<file path="src/rtl/core/fdc_pkg.sv">
// Shared types and constants for the fader deadband and calibration block.
`timescale 1ns / 1ps
`default_nettype none
package fdc_pkg;

	localparam int DATA_W           = 12;
	localparam int CH_W             = 3;
	localparam int NUM_CHANNELS_DEF = 8;
	localparam int ADC_LEVELS_DEF   = 4096;
	localparam int DATA_MAX         = (1 << DATA_W) - 1;

	localparam logic [DATA_W-1:0] TOL_RESET = DATA_W'(8);

	// request kinds
	localparam logic MODE_SAMPLE = 1'b0;
	localparam logic MODE_CAL    = 1'b1;

	// configuration map
	localparam int          APB_AW           = 3;
	localparam int          APB_DW           = 32;
	localparam logic        REG_NOISE_TOL    = 1'b0;

	// job queue between front and back
	localparam int JOBQ_DEPTH = 4;
	localparam int JOBQ_AW    = 2;

	typedef struct packed {
		logic [CH_W-1:0]   channel;
		logic              changed;
		logic [DATA_W-1:0] raw;
		logic              zero;
		logic [DATA_W-1:0] delta;
		logic [DATA_W-1:0] span;
	} fdc_job_t;

	typedef struct packed {
		logic [CH_W-1:0]   channel;
		logic              changed;
		logic [DATA_W-1:0] raw;
		logic [DATA_W-1:0] scaled;
	} fdc_result_t;

	typedef enum logic [1:0] {
		BK_IDLE,
		BK_MUL,
		BK_DIV,
		BK_WB
	} fdc_back_state_t;

endpackage
`default_nettype wire

</file>
<file path="src/rtl/core/fdc_front.sv">
// Front end: channel tables, deadband check and job classification.
`timescale 1ns / 1ps
`default_nettype none
module fdc_front #(
	parameter int NUM_CHANNELS = fdc_pkg::NUM_CHANNELS_DEF,
	parameter int ADC_LEVELS   = fdc_pkg::ADC_LEVELS_DEF
) (
	input  wire logic                      clk,
	input  wire logic                      arst_n,
	input  wire logic                      take,
	input  wire logic                      mode,
	input  wire logic [fdc_pkg::CH_W-1:0]  channel,
	input  wire logic [fdc_pkg::DATA_W-1:0] sample,
	input  wire logic [fdc_pkg::DATA_W-1:0] cal_low,
	input  wire logic [fdc_pkg::DATA_W-1:0] cal_high,
	input  wire logic [fdc_pkg::DATA_W-1:0] tol,
	output fdc_pkg::fdc_job_t              job,
	output logic                           job_push
);
	import fdc_pkg::*;

	localparam int TBL_DEPTH = NUM_CHANNELS;
	localparam int IDX_W     = (NUM_CHANNELS > 1) ? $clog2(NUM_CHANNELS) : 1;
	localparam int FULL_CODE = ADC_LEVELS - 1;
	localparam logic [DATA_W-1:0] HIGH_RESET =
		(FULL_CODE > DATA_MAX) ? DATA_W'(DATA_MAX) : DATA_W'(FULL_CODE);

	logic [DATA_W-1:0] acc_q  [TBL_DEPTH];
	logic [DATA_W-1:0] low_q  [TBL_DEPTH];
	logic [DATA_W-1:0] high_q [TBL_DEPTH];

	logic              ch_ok;
	logic [IDX_W-1:0]  idx;
	logic [DATA_W-1:0] prev;
	logic [DATA_W-1:0] lo;
	logic [DATA_W-1:0] hi;
	logic [DATA_W-1:0] diff;
	logic [DATA_W-1:0] clamped;
	logic              chg;

	assign ch_ok = 32'(channel) < 32'(NUM_CHANNELS);
	assign idx   = ch_ok ? IDX_W'(channel) : '0;
	assign prev  = acc_q[idx];
	assign lo    = low_q[idx];
	assign hi    = high_q[idx];

	always_comb begin
		diff    = (sample >= prev) ? (sample - prev) : (prev - sample);
		chg     = ch_ok && (diff > tol);
		clamped = sample;
		if (clamped < lo) begin
			clamped = lo;
		end
		if (clamped > hi) begin
			clamped = hi;
		end
	end

	always_comb begin
		job.channel = channel;
		job.changed = chg;
		job.raw     = sample;
		job.zero    = !ch_ok || (hi <= lo);
		job.delta   = clamped - lo;
		job.span    = hi - lo;
		job_push    = take && (mode == MODE_SAMPLE);
	end

	always_ff @(posedge clk or negedge arst_n) begin
		if (!arst_n) begin
			for (int i = 0; i < TBL_DEPTH; i++) begin
				acc_q[i]  <= '0;
				low_q[i]  <= '0;
				high_q[i] <= HIGH_RESET;
			end
		end else if (take && ch_ok) begin
			if (mode == MODE_CAL) begin
				low_q[idx]  <= cal_low;
				high_q[idx] <= cal_high;
			end else if (chg) begin
				acc_q[idx] <= sample;
			end
		end
	end

endmodule
`default_nettype wire

</file>
<file path="src/rtl/core/fdc_queue.sv">
// Short job queue between the front and back ends.
`timescale 1ns / 1ps
`default_nettype none
module fdc_queue (
	input  wire logic              clk,
	input  wire logic              arst_n,
	input  wire logic              push,
	input  wire fdc_pkg::fdc_job_t wr_job,
	input  wire logic              pop,
	output fdc_pkg::fdc_job_t      rd_job,
	output logic                   full,
	output logic                   empty
);
	import fdc_pkg::*;

	fdc_job_t           slot_q [JOBQ_DEPTH];
	logic [JOBQ_AW-1:0] wr_ptr_q;
	logic [JOBQ_AW-1:0] rd_ptr_q;
	logic [JOBQ_AW:0]   count_q;
	logic               do_push;
	logic               do_pop;

	assign full    = count_q == (JOBQ_AW+1)'(JOBQ_DEPTH);
	assign empty   = count_q == '0;
	assign do_push = push && !full;
	assign do_pop  = pop && !empty;
	assign rd_job  = slot_q[rd_ptr_q];

	always_ff @(posedge clk) begin
		if (do_push) begin
			slot_q[wr_ptr_q] <= wr_job;
		end
	end

	always_ff @(posedge clk or negedge arst_n) begin
		if (!arst_n) begin
			wr_ptr_q <= '0;
			rd_ptr_q <= '0;
			count_q  <= '0;
		end else begin
			if (do_push) begin
				wr_ptr_q <= wr_ptr_q + 1'b1;
			end
			if (do_pop) begin
				rd_ptr_q <= rd_ptr_q + 1'b1;
			end
			if (do_push && !do_pop) begin
				count_q <= count_q + 1'b1;
			end else if (do_pop && !do_push) begin
				count_q <= count_q - 1'b1;
			end
		end
	end

endmodule
`default_nettype wire

</file>
<file path="src/rtl/core/fdc_back.sv">
// Back end: scale multiply, bit-serial divide and result register.
`timescale 1ns / 1ps
`default_nettype none
module fdc_back #(
	parameter int ADC_LEVELS = fdc_pkg::ADC_LEVELS_DEF
) (
	input  wire logic              clk,
	input  wire logic              arst_n,
	input  wire fdc_pkg::fdc_job_t job,
	input  wire logic              job_empty,
	output logic                   job_pop,
	input  wire logic              res_pop,
	output fdc_pkg::fdc_result_t   res,
	output logic                   res_valid
);
	import fdc_pkg::*;

	localparam int Q_W   = $clog2(ADC_LEVELS);
	localparam int P_W   = DATA_W + Q_W;
	localparam int CNT_W = $clog2(Q_W);
	localparam logic [Q_W-1:0] FULL_CODE = Q_W'(ADC_LEVELS - 1);

	fdc_back_state_t state_q;
	fdc_back_state_t state_d;

	fdc_job_t          job_q;
	logic [DATA_W-1:0] rem_q;
	logic [Q_W-1:0]    low_q;
	logic [Q_W-1:0]    quo_q;
	logic [CNT_W-1:0]  cnt_q;
	fdc_result_t       res_q;
	logic              res_valid_q;

	logic [P_W-1:0]    product;
	logic [DATA_W:0]   trial;
	logic              qbit;
	logic              slot_free;
	logic              last_step;
	logic [DATA_W-1:0] scaled;

	logic ld_job;
	logic do_mul;
	logic do_div;
	logic do_wb;

	assign product   = P_W'(job_q.delta) * P_W'(FULL_CODE);
	assign trial     = {rem_q, low_q[Q_W-1]};
	assign qbit      = trial >= {1'b0, job_q.span};
	assign slot_free = !res_valid_q || res_pop;
	assign last_step = cnt_q == CNT_W'(Q_W - 1);
	assign scaled    = job_q.zero ? '0 :
		(32'(quo_q) > 32'(DATA_MAX)) ? DATA_W'(DATA_MAX) : DATA_W'(quo_q);

	// next state
	always_comb begin
		state_d = state_q;
		unique case (state_q)
			BK_IDLE: begin
				if (!job_empty) begin
					state_d = job.zero ? BK_WB : BK_MUL;
				end
			end
			BK_MUL: state_d = BK_DIV;
			BK_DIV: begin
				if (last_step) begin
					state_d = BK_WB;
				end
			end
			BK_WB: begin
				if (slot_free) begin
					state_d = BK_IDLE;
				end
			end
			default: state_d = BK_IDLE;
		endcase
	end

	// control strobes
	always_comb begin
		ld_job = 1'b0;
		do_mul = 1'b0;
		do_div = 1'b0;
		do_wb  = 1'b0;
		unique case (state_q)
			BK_IDLE: ld_job = !job_empty;
			BK_MUL:  do_mul = 1'b1;
			BK_DIV:  do_div = 1'b1;
			BK_WB:   do_wb  = slot_free;
			default: ;
		endcase
	end

	assign job_pop = ld_job;

	always_ff @(posedge clk) begin
		if (ld_job) begin
			job_q <= job;
			quo_q <= '0;
		end
		if (do_mul) begin
			rem_q <= product[P_W-1:Q_W];
			low_q <= product[Q_W-1:0];
		end
		if (do_div) begin
			rem_q <= qbit ? DATA_W'(trial - {1'b0, job_q.span}) : trial[DATA_W-1:0];
			low_q <= {low_q[Q_W-2:0], 1'b0};
			quo_q <= {quo_q[Q_W-2:0], qbit};
		end
		if (do_wb) begin
			res_q.channel <= job_q.channel;
			res_q.changed <= job_q.changed;
			res_q.raw     <= job_q.raw;
			res_q.scaled  <= scaled;
		end
	end

	always_ff @(posedge clk or negedge arst_n) begin
		if (!arst_n) begin
			state_q     <= BK_IDLE;
			cnt_q       <= '0;
			res_valid_q <= 1'b0;
		end else begin
			state_q <= state_d;
			if (do_mul) begin
				cnt_q <= '0;
			end else if (do_div) begin
				cnt_q <= cnt_q + 1'b1;
			end
			if (do_wb) begin
				res_valid_q <= 1'b1;
			end else if (res_pop) begin
				res_valid_q <= 1'b0;
			end
		end
	end

	assign res       = res_q;
	assign res_valid = res_valid_q;

endmodule
`default_nettype wire

</file>
<file path="src/rtl/core/fader_deadband_calibrate_top.sv">
// Top level of the fader deadband detector with linear calibration.
`timescale 1ns / 1ps
`default_nettype none
// Each request is either an ADC sample or a calibration write for one fader channel.
// A calibration request loads that channel's low and high points and gives no result;
// it never reaches the back end. A sample request is checked against the channel's last
// accepted value (changed is set, and the value stored, when the distance exceeds
// noise_tolerance) and then mapped into the output range as (clamp(sample) - low) *
// (ADC_LEVELS-1) / (high - low); an equal or inverted span, or a channel at or beyond
// NUM_CHANNELS, gives a scaled value of 0. The front end takes one request per cycle
// while its four-entry job queue has room. The back end runs one sample at a time,
// through a multiply, a restoring divide that retires one quotient bit a cycle, and a
// write-back that waits for the output register to be free; a sample that needs no
// divide goes straight to write-back. Results wait in a one-entry output register, and
// the front keeps taking requests while one sits there unread.
// noise_tolerance lives at byte address 0 of the APB-style port (reset 8) and should
// only be written while the block is idle. No clearing pass is needed after reset.
module fader_deadband_calibrate_top #(
	parameter int NUM_CHANNELS = fdc_pkg::NUM_CHANNELS_DEF,
	parameter int ADC_LEVELS   = fdc_pkg::ADC_LEVELS_DEF
) (
	input  wire logic                        clk,
	input  wire logic                        arst_n,
	// request side
	input  wire logic                        push,
	output logic                             full,
	input  wire logic                        mode,
	input  wire logic [fdc_pkg::CH_W-1:0]    channel,
	input  wire logic [fdc_pkg::DATA_W-1:0]  sample,
	input  wire logic [fdc_pkg::DATA_W-1:0]  cal_low,
	input  wire logic [fdc_pkg::DATA_W-1:0]  cal_high,
	// result side
	output logic                             empty,
	input  wire logic                        pop,
	output logic [fdc_pkg::CH_W-1:0]         out_channel,
	output logic                             changed,
	output logic [fdc_pkg::DATA_W-1:0]       raw_value,
	output logic [fdc_pkg::DATA_W-1:0]       scaled_value,
	// configuration
	input  wire logic                        psel,
	input  wire logic                        penable,
	input  wire logic                        pwrite,
	input  wire logic [fdc_pkg::APB_AW-1:0]  paddr,
	input  wire logic [fdc_pkg::APB_DW-1:0]  pwdata,
	output logic [fdc_pkg::APB_DW-1:0]       prdata,
	output logic                             pready
);
	import fdc_pkg::*;

	logic [DATA_W-1:0] tol_q;
	logic              take;
	logic              cfg_wr;
	logic              reg_hit;

	fdc_job_t    fe_job;
	logic        fe_push;
	fdc_job_t    q_job;
	logic        q_full;
	logic        q_empty;
	logic        q_pop;
	fdc_result_t be_res;
	logic        be_valid;

	// register decode ignores the byte offset bits
	assign pready  = 1'b1;
	assign reg_hit = paddr[APB_AW-1] == REG_NOISE_TOL;
	assign cfg_wr  = psel && penable && pwrite && pready && reg_hit;
	assign prdata  = reg_hit ? APB_DW'(tol_q) : '0;

	always_ff @(posedge clk or negedge arst_n) begin
		if (!arst_n) begin
			tol_q <= TOL_RESET;
		end else if (cfg_wr) begin
			tol_q <= pwdata[DATA_W-1:0];
		end
	end

	// calibration requests are held back too when the queue is full, which keeps
	// table updates in order with the samples ahead of them
	assign full = q_full;
	assign take = push && !q_full;

	fdc_front #(
		.NUM_CHANNELS(NUM_CHANNELS),
		.ADC_LEVELS  (ADC_LEVELS)
	) u_front (
		.clk     (clk),
		.arst_n  (arst_n),
		.take    (take),
		.mode    (mode),
		.channel (channel),
		.sample  (sample),
		.cal_low (cal_low),
		.cal_high(cal_high),
		.tol     (tol_q),
		.job     (fe_job),
		.job_push(fe_push)
	);

	fdc_queue u_queue (
		.clk   (clk),
		.arst_n(arst_n),
		.push  (fe_push),
		.wr_job(fe_job),
		.pop   (q_pop),
		.rd_job(q_job),
		.full  (q_full),
		.empty (q_empty)
	);

	fdc_back #(
		.ADC_LEVELS(ADC_LEVELS)
	) u_back (
		.clk      (clk),
		.arst_n   (arst_n),
		.job      (q_job),
		.job_empty(q_empty),
		.job_pop  (q_pop),
		.res_pop  (pop),
		.res      (be_res),
		.res_valid(be_valid)
	);

	assign empty        = !be_valid;
	assign out_channel  = be_res.channel;
	assign changed      = be_res.changed;
	assign raw_value    = be_res.raw;
	assign scaled_value = be_res.scaled;

endmodule
`default_nettype wire

</file>
<file path="config.mk">
export PLATFORM = sky130hd
export DESIGN_NAME = fader_deadband_calibrate_top
export DESIGN_NICKNAME = d
export VERILOG_FILES = /design/src/rtl/core/fdc_pkg.sv /design/src/rtl/core/fdc_front.sv /design/src/rtl/core/fdc_queue.sv /design/src/rtl/core/fdc_back.sv /design/src/rtl/core/fader_deadband_calibrate_top.sv
export SDC_FILE = /design/constraint.sdc
export NUM_CORES = 1
export LEC_CHECK = 0
export BUFFER_PORTS_ARGS = -buffer_cell sky130_fd_sc_hd__buf_2
export CORE_MARGIN = 2
export CORE_UTILIZATION = 64
export CTS_BUF_LIST = sky130_fd_sc_hd__clkbuf_2 sky130_fd_sc_hd__clkbuf_4 sky130_fd_sc_hd__clkbuf_8
export DETAILED_ROUTE_END_ITERATION = 10
export GPL_TIMING_DRIVEN = 0
export PLACE_DENSITY = 0.9
export SLEW_MARGIN = 20
export SYNTH_ARGS = -nofsm -noshare
export SYNTH_HDL_FRONTEND = slang
export SYNTH_SLANG_ARGS = --single-unit
</file>
<file path="constraint.sdc">
create_clock -name clk -period 6.5 [get_ports clk]
set_input_delay 0.65 -clock clk [delete_from_list [all_inputs] [get_ports clk]]
set_output_delay 0.65 -clock clk [all_outputs]
set_load 0.005 [all_outputs]
</file>
**Yosys cells after proc, flatten, opt, wreduce, memory -nomap -nowiden**

Memory sizes are Yosys's and may differ from the RTL's.
Cells that the tools add are included.

- Bits of input ports: 82
- Bits in registers: 419
- Memories kept: 1
- Bits in writable memories: 164

- $add $sub $neg: 10
- Reductions and logical operators: 25
- Order comparisons: 8
- Bitwise gates (word level): 3
- Multiplexer cells: 42
- Multipliers: 1
- Equality and inequality tests: 8

Memory list:

| name | depth | bits a word | read ports | clocked after Yosys merged registers in | wr ports | RTL line | source |
|---|---|---|---|---|---|---|---|
| u_queue.slot_q | 4 | 41 | 1 | 0 | 1 | fdc_queue.sv:16 | `fdc_job_t slot_q [JOBQ_DEPTH];` |

Operators by type and width:

| kind | count |
|---|---|
| bitwise mux 96 bit | 3 |
| 2-to-1 mux 12 bit | 18 |
| binary-select mux 12 bit (select 3 bit) | 3 |
| subtractor 12 bit | 5 |
| demux 12 bit (select 3 bit) | 1 |
| > comparator 12 bit | 2 |
| multiplier 12 x 12 -> 24 bit, second input constant | 1 |
| greater-or-equal comparator 13 x 12 -> 1 bit | 1 |
| greater-or-equal comparator 12 bit | 1 |
| less-or-equal comparator 12 bit | 1 |
| less-than comparator 12 bit | 1 |
| logical AND 1 bit | 10 |
| 2-to-1 mux 1 bit | 8 |
| 2-to-1 mux 2 bit | 4 |
| 2-to-1 mux 4 bit | 2 |
| case mux 2 bit (4 select lines) | 1 |
| nonzero test 2 bit | 4 |
| 2-to-1 mux 3 bit | 2 |
| AND reduction 3 bit | 2 |
| zero test 1 bit | 5 |
| adder 2 x 1 -> 2 bit, second input constant | 2 |
| adder 4 x 1 -> 4 bit, second input constant | 1 |
| == test 2 bit, second input constant | 2 |
| == test 4 bit, second input constant | 1 |
| other kinds (14) | 16 |

**Logic depth before layout (Yosys ltp)**

Gate-level depths: netlist of run 1.

- Depth in word-level cells: 9
- Gate-level depth with buffers: 36

**By module**

A second synthesis of run 1 with hierarchy kept.

- Cells, all modules: 2326
- Area, all modules: 31194.9 µm²

By module, submodules not included:

| module | sequential area each (µm²) | area each (µm²) | instances | cells an instance |
|---|---|---|---|---|
| fdc_front | 7327.0 | 16151.7 | 1 | 1355 |
| fdc_back | 3318.2 | 7877.6 | 1 | 656 |
| fdc_queue | 5099.9 | 6399.9 | 1 | 251 |
| fader_deadband_calibrate_top | 301.5 | 765.7 | 1 | 64 |

**Worst setup path before layout of run 1**

Ideal clock, no wire load.

- Path type: in2reg
- Start: input channel[0] (netlist name)
- End: memory u_queue.slot_q[0][22] (netlist name) (data pin)
- Arrival: 7.105 ns
- Stages: 33
- Path slack: -0.876 ns
- Required time: 6.228 ns
- Library setup time: 0.272 ns
- Path through: buf_6 -> clkbuf_1 -> nor3_1 -> clkbuf_1 -> a22oi_1 -> nand4_1 -> inv_1 -> ha_1 -> a21o_1 -> nand3_1 -> a31oi_1 -> o31a_1 -> or3_1 -> buf_6 -> buf_4 -> a21oi_1 -> ha_1 -> a21o_1 -> a21o_1 -> a221oi_1 -> a21oi_1 -> inv_1 -> clkbuf_1 -> mux2_2 -> fa_1 -> a21o_1 -> a21oi_1 -> o21bai_1 -> a21oi_1 -> o21ai_0 -> a21o_1 -> a21oi_1 -> xnor2_1

RTL lines:

| item | RTL line | source |
|---|---|---|
| start, declared | fader_deadband_calibrate_top.sv:28 | `input wire logic [fdc_pkg::CH_W-1:0] channel,` |
| end, declared | fdc_queue.sv:16 |  |

==> results of run 1 <==
==> layout by cell type, fill, tap and decap left out, types with 12 or more instances in the layout <==
| cell | instances |
|---|---|
| dfrtp_1 | 217 |
| and3_1 | 13 |
| mux2_2 | 317 |
| ha_1 | 151 |
| a21o_1 | 22 |
| a22oi_1 | 111 |
| nand2_1 | 68 |
| mux4_2 | 43 |
| buf_1 | 13 |
| conb_1 | 21 |
| nor2b_1 | 27 |
| mux2i_1 | 12 |
| a221oi_1 | 12 |
| nor2_1 | 67 |
| clkbuf_4 | 41 |
| clkbuf_8 | 116 |
| xor2_1 | 24 |
| fa_1 | 74 |
| o21ai_0 | 34 |
| buf_4 | 84 |
| inv_1 | 163 |
| buf_2 | 100 |
| buf_6 | 13 |
| buf_12 | 13 |
| o21a_1 | 14 |
| a21oi_1 | 62 |
| nor3_1 | 18 |
| and4_1 | 14 |
| edfxtp_1 | 268 |
| nand3_1 | 13 |
| nand4_1 | 21 |
| dfstp_2 | 97 |
| xnor2_1 | 32 |
| nor2_4 | 12 |
| clkbuf_1 | 33 |
| a22o_1 | 16 |
| and2_1 | 15 |
==> area by class of cell <==
cell class / count / area (µm²) / area share, %
sequential: 583 / 16050 / 45.82
multi-input combinational: 1360 / 13320 / 38.05
clock buffer: 146 / 1784 / 5.095
timing repair buffer: 177 / 1281 / 3.659
buffer: 111 / 937.1 / 2.676
tap: 607 / 759.5 / 2.169
inverter: 174 / 653.1 / 1.865
clock inverter: 24 / 222.7 / 0.6360
antenna: 4 / 10.01 / 0.02858
==> sequential cells by signal, summed over array words and instances, names as in the netlist, 28 cells and up <==
register        count
u_front.acc_q      96
u_back.job_q       41
u_queue.slot_q    164
u_front.high_q     96
u_front.low_q      96
u_back.res         28
==> cells by family (layout without fill, tap and decap cells) <==
logic type               Yosys count  count (layout)  synth area share [%]
AND/OR/NAND/NOR                  316             316                 5.380
flip-flops                       583             583                 53.40
AO/OA/AOI/OAI                    356             356                 8.249
adder cells (fa/ha/maj)          234             234                 11.64
multiplexers                     374             374                 15.59
XOR/XNOR                          59              59                 1.720
other                              2              25               0.02499
buffers and inverters            289             632                 3.989
==> critical path, delay by kind of cell <==
family / cells / cell delay [ns]
and+or+nand+nor: 5 / 1.34
AOI/OAI and AO/OA: 13 / 2.37
xor gates and xnor gates: 1 / 0.16
adders and majority gates: 3 / 0.82
muxes: 1 / 0.34
buffers and inverters: 7 / 1.24
==> final timing paths <==
check,startpoint,endpoint,slack [ns],cells after the start
worst max-delay path,channel[0],u_queue.slot_q[3][23],-0.09,30
worst min register to register,u_back.job_q[37],u_back.res[24],0.42,0
min in group asynchronous,arst_n,u_front.acc_q[25],0.52,2
max in group asynchronous,arst_n,u_front.high_q[27],4.78,4
worst min-delay path,pwdata[8],tol_q[8],0.18,2
worst max register to register,u_front.low_q[89],u_queue.slot_q[3][23],0.34,28
==> repair_timing <==
action / CTS / global route
hold buffers: 1 / 0
buffers inserted: 35 / 30
endpoints found under the setup margin: 136 / 124
cloned: 1 / 2
hold endpoints to repair: 38 / 0
pin swaps: 17 / 27
resized for setup: 82 / 107
==> metal layers <==
| metal | global-route usage (%) | up-vias | routed length [µm] |
|---|---|---|---|
| met5 | 0 | - | 0 |
| met4 | 16.02 | 0 | 3620 |
| met3 | 6.419 | 298 | 6151 |
| met2 | 52.45 | 1111 | 38840 |
| met1 | 38.19 | 10200 | 28480 |
| li1 | - | 8663 | - |
==> stage by stage <==
stage	TNS (ns)	worst slack, ns	hold slack [ns]	cell area, µm²
6_report	-1.050	-0.09396	0.1827	35020
4_1_cts	-0.006390	-0.005780	0.1580	34360
5_1_grt	-2.646	-0.1701	0.1688	35010
3_5_place_dp	-231.91	-1.970	0.4045	31760
3_3_place_gp	-348.40	-1.855	0.4035	31560
2_1_floorplan	0	0.005689	0.3544	30290
==> summary.txt, run 1 <==
Final Non-Filler Cells: 3186
Async SR Flop Fraction: 53.86%
vias in the first global route: 20930
Post-Synthesis Cells: 2213
max-slew violations: 0
Max Buffers Root-to-Sink: 3
synthesized area: 30050 µm²
H-tree depth: 3
placed cell count: 2948
routed via count: 20270
Critical Path AT: 6.98 ns
Sink Count: 583
synth unique cells: 66
Yosys warnings: 0
Ports: 145
Row Count: 79
Post-synth EDFFs: 268
# setup viols final: 16
Overflow after GRT: 0
RD Place Congestion: 0.9269
CP Class: in -> reg
largest net degree at the start of global routing: 93
Largest stage delay, worst path: 0.45 ns
failing checks: setup timing
min-delay worst type: in -> reg
Seq/Total Area, Yosys: 53.40%
post-synth top area cell: edfxtp_1
critical path endpoint category: register
Top FF cell, synth: edfxtp_1
clk slew on worst S/H paths: 0.06 ns
GRT Total Usage: 31.14%
status: finished with violations
Vias/cell: 6.362
Avg WL per Cell: 24.20 µm
ANT nets after route: 0
I/O Buffers: 101
die area: 48700 µm²
fill cell count: 2627
Nets: 2815
layout cells sized above 1: 36.93%
slew margin rel.: 31.26%
CTS tree: yes
drc violations: 0
Die H: 220.7 µm
crit path time final: 6.594 ns
Syn Area/Cell: 13.58 µm²
top cells by count, synth: 318 x mux2_2, 268 x edfxtp_1, 217 x dfrtp_1
Clock Latency Late Sink: 0.72 ns
Core Box Area: 46460 µm²
WL final: 77090 µm
Initial Util: 64.68%
number of DRC markers in iteration 0: 2145
1st-pass router iterations: 7
crit path max-delay cell type: or3_4
number of antenna violations at the first check in global routing: 2
Max FO, Critical Path: 10
clock root buffer master: clkbuf_8
final hold vios: 0
Synth top area share: 26.78%
Worst setup SP type: input port
Max Clock Freq: 151.7 MHz
top cells by area, synth: edfxtp_1 27%, dfrtp_1 18%, mux2_2 12%, dfstp_2 8.5%, ha_1 6.6%
Die W: 220.7 µm
worst setup margin: -0.09396 ns
CTS Buf Count: 92
P&R area growth vs syn: 16.54%
DPL Wire Length: 50030 µm
first-pass GRT wire length: 115100 µm
synthesized flop and latch total: 583
Max Cap Viol: 0
top-count cell post-synth: mux2_2
Worst-Margin Slew: 1.031 ns
Setup Skew: 0.05249 ns
crit share post-route: 101.4%
worst path required time: 6.89 ns
final core occ: 75.38%
Power of run 1 is not shown: default switching activity piles up to over one toggle a cycle in this logic, so the estimate is an artifact.
==> run 2, diff against run 1 <==
- CELL_PAD_IN_SITES_DETAIL_PLACEMENT: default -> 0
- CELL_PAD_IN_SITES_GLOBAL_PLACEMENT: default -> 1
- CORE_UTILIZATION: 64 -> 53
- PLACE_DENSITY: 0.9 -> 0.89
- SETUP_SLACK_MARGIN: default -> 0.02
==> summary.txt, run 2 (synthesized netlist as in run 1, its figures left out) <==
crit path max-delay cell type: or3_4 (unchanged)
clock root buffer master: clkbuf_8 (unchanged)
Setup Skew: 0.03282 ns (was 0.05249 ns)
Largest stage delay, worst path: 0.44 ns (was 0.45 ns)
failing checks: setup timing (unchanged)
Die W: 242.1 µm (was 220.7 µm)
largest net degree at the start of global routing: 95 (was 93)
Max Clock Freq: 153.5 MHz (was 151.7 MHz)
most used cell, CP: a21oi_2
Critical Path AT: 6.90 ns (was 6.98 ns)
die area: 58610 µm² (was 48700 µm²)
Die H: 242.1 µm (was 220.7 µm)
min-delay worst type: in -> reg (unchanged)
P&R area growth vs syn: 17.81% (was 16.54%)
Overflow after GRT: 0 (unchanged)
max-slew violations: 0 (unchanged)
DPL Wire Length: 50390 µm (was 50030 µm)
Worst setup SP type: input port (unchanged)
crit path time final: 6.514 ns (was 6.594 ns)
routed via count: 19220 (was 20270)
Core Box Area: 56170 µm² (was 46460 µm²)
1st-pass router iterations: 5 (was 7)
Most flops, register: u_queue.slot_q (unchanged)
worst path required time: 6.88 ns (was 6.89 ns)
WL final: 73110 µm (was 77090 µm)
H-tree depth: 3 (unchanged)
CTS Buf Count: 93 (was 92)
Sink Count: 583 (unchanged)
number of antenna violations at the first check in global routing: 6 (was 2)
slew margin rel.: 27.77% (was 31.26%)
Max FO, Critical Path: 7 (was 10)
crit share post-route: 100.2% (was 101.4%)
clk slew on worst S/H paths: 0.06 ns (about the same)
critical path endpoint category: register (unchanged)
vias in the first global route: 20500 (was 20930)
commonest non-fill, non-tap cell in the layout: mux2_2 (unchanged)
Nets: 2824 (was 2815)
Final Non-Filler Cells: 3341 (was 3186)
Initial Util: 53.50% (was 64.68%)
placed cell count: 3097 (was 2948)
Avg WL per Cell: 21.88 µm (was 24.20 µm)
Row Count: 87 (was 79)
CP Class: in -> reg (unchanged)
Ports: 145 (unchanged)
ANT nets after route: 0 (unchanged)
first-pass GRT wire length: 113000 µm (was 115100 µm)
final hold vios: 0 (unchanged)
number of DRC markers in iteration 0: 1120 (was 2145)
Max Cap Viol: 0 (unchanged)
Vias/cell: 5.754 (was 6.362)
I/O Buffers: 101 (unchanged)
Max Buffers Root-to-Sink: 3 (unchanged)
Setup TNS Final: -0.05258 ns (was -1.050 ns)
CTS tree: yes (unchanged)
GRT Total Usage: 24.67% (was 31.14%)
Clock Latency Late Sink: 0.68 ns (was 0.72 ns)
number of flip-flops in the largest register: 164 (unchanged)
# setup viols final: 4 (was 16)
layout cells sized above 1: 37.34% (was 36.93%)
worst setup margin: -0.01424 ns (was -0.09396 ns)
drc violations: 0 (unchanged)
status: finished with violations (unchanged)
most frequent cells in the layout: 317 x mux2_2, 268 x edfxtp_1, 217 x dfrtp_1, 161 x inv_1, 148 x ha_1 (was 317 x mux2_2, 268 x edfxtp_1, 217 x dfrtp_1, 163 x inv_1, 151 x ha_1)
Worst-Margin Slew: 1.084 ns (was 1.031 ns)
RD Place Congestion: 0.8859 (was 0.9269)
WHS: 0.1821 ns (was 0.1827 ns)
## run 2: cell count changes in the layout (fill, tap and decap cells not counted), sizes merged
cell / delta
diode: -1
buf: +9
clkbuf: +1
inv: -1
clkinv: -2
## run 2: metal layers
| layer | track usage, % | vias to the layer above | wire length [µm] |
|---|---|---|---|
| li1 | - | 8699 | - |
| met1 | 31.17 | 9851 | 30070 |
| met2 | 41.79 | 530 | 36950 |
| met3 | 4.653 | 137 | 3859 |
| met4 | 10.46 | 6 | 2197 |
| met5 | 0 | - | 43 |
## run 2: worst paths after layout
| kind | start | endpoint | slack (ns) | cells after the start |
|---|---|---|---|---|
| min in group asynchronous | arst_n | tol_q[1] | 0.52 | 2 |
| hold / removal | channel[0] | u_queue.slot_q[1][38] | 0.18 | 1 |
| setup reg to reg | u_front.low_q[77] | u_queue.slot_q[0][22] | 0.32 | 30 |
| setup / recovery | channel[2] | u_queue.slot_q[0][22] | -0.01 | 35 |
| hold reg to reg | u_back.job_q[25] | u_back.res[12] | 0.42 | 0 |
| max in group asynchronous | arst_n | u_front.high_q[23] | 4.69 | 4 |
## run 2: timing repair
| item | 4_1_cts | 5_1_grt |
|---|---|---|
| setup endpoints to repair | 136 | 120 |
| setup buffers | 24 | 50 |
| cloned | 0 | 3 |
| pin swaps | 17 | 60 |
| resized for setup | 97 | 109 |
| hold endpoints to repair | 56 | 0 |
| hold buffers | 1 | 0 |
## run 2: area by class of cell
type	instances	area (µm²)
clock buffer	148	1837
inverter	174	656.9
timing repair buffer	186	1391
antenna	3	7.507
clock inverter	21	191.4
buffer	110	988.4
multi-input combinational	1360	13330
fill	4167	20770
sequential	583	16050
tap	756	945.9
## run 2: critical path, delay by kind of cell
family | cells | cell delay (ns)
compound gates | 17 | 2.68
xor+xnor | 1 | 0.13
buf+inv | 9 | 1.35
fa+ha+maj | 4 | 1.12
simple gates | 4 | 0.95
## run 2: per-stage QoR
step / area [µm²] / worst slack, ns / utilization, %
finish: 35400 / -0.01424 / 63.02
global placement: 31760 / -2.072 / 56.54
floorplan: 30300 / 0.02101 / -
CTS: 34560 / 0.01098 / 61.52
global route: 35400 / -0.1600 / 63.02
detailed placement: 31950 / -2.133 / 56.89
Power of run 2 is left out for the same reason.
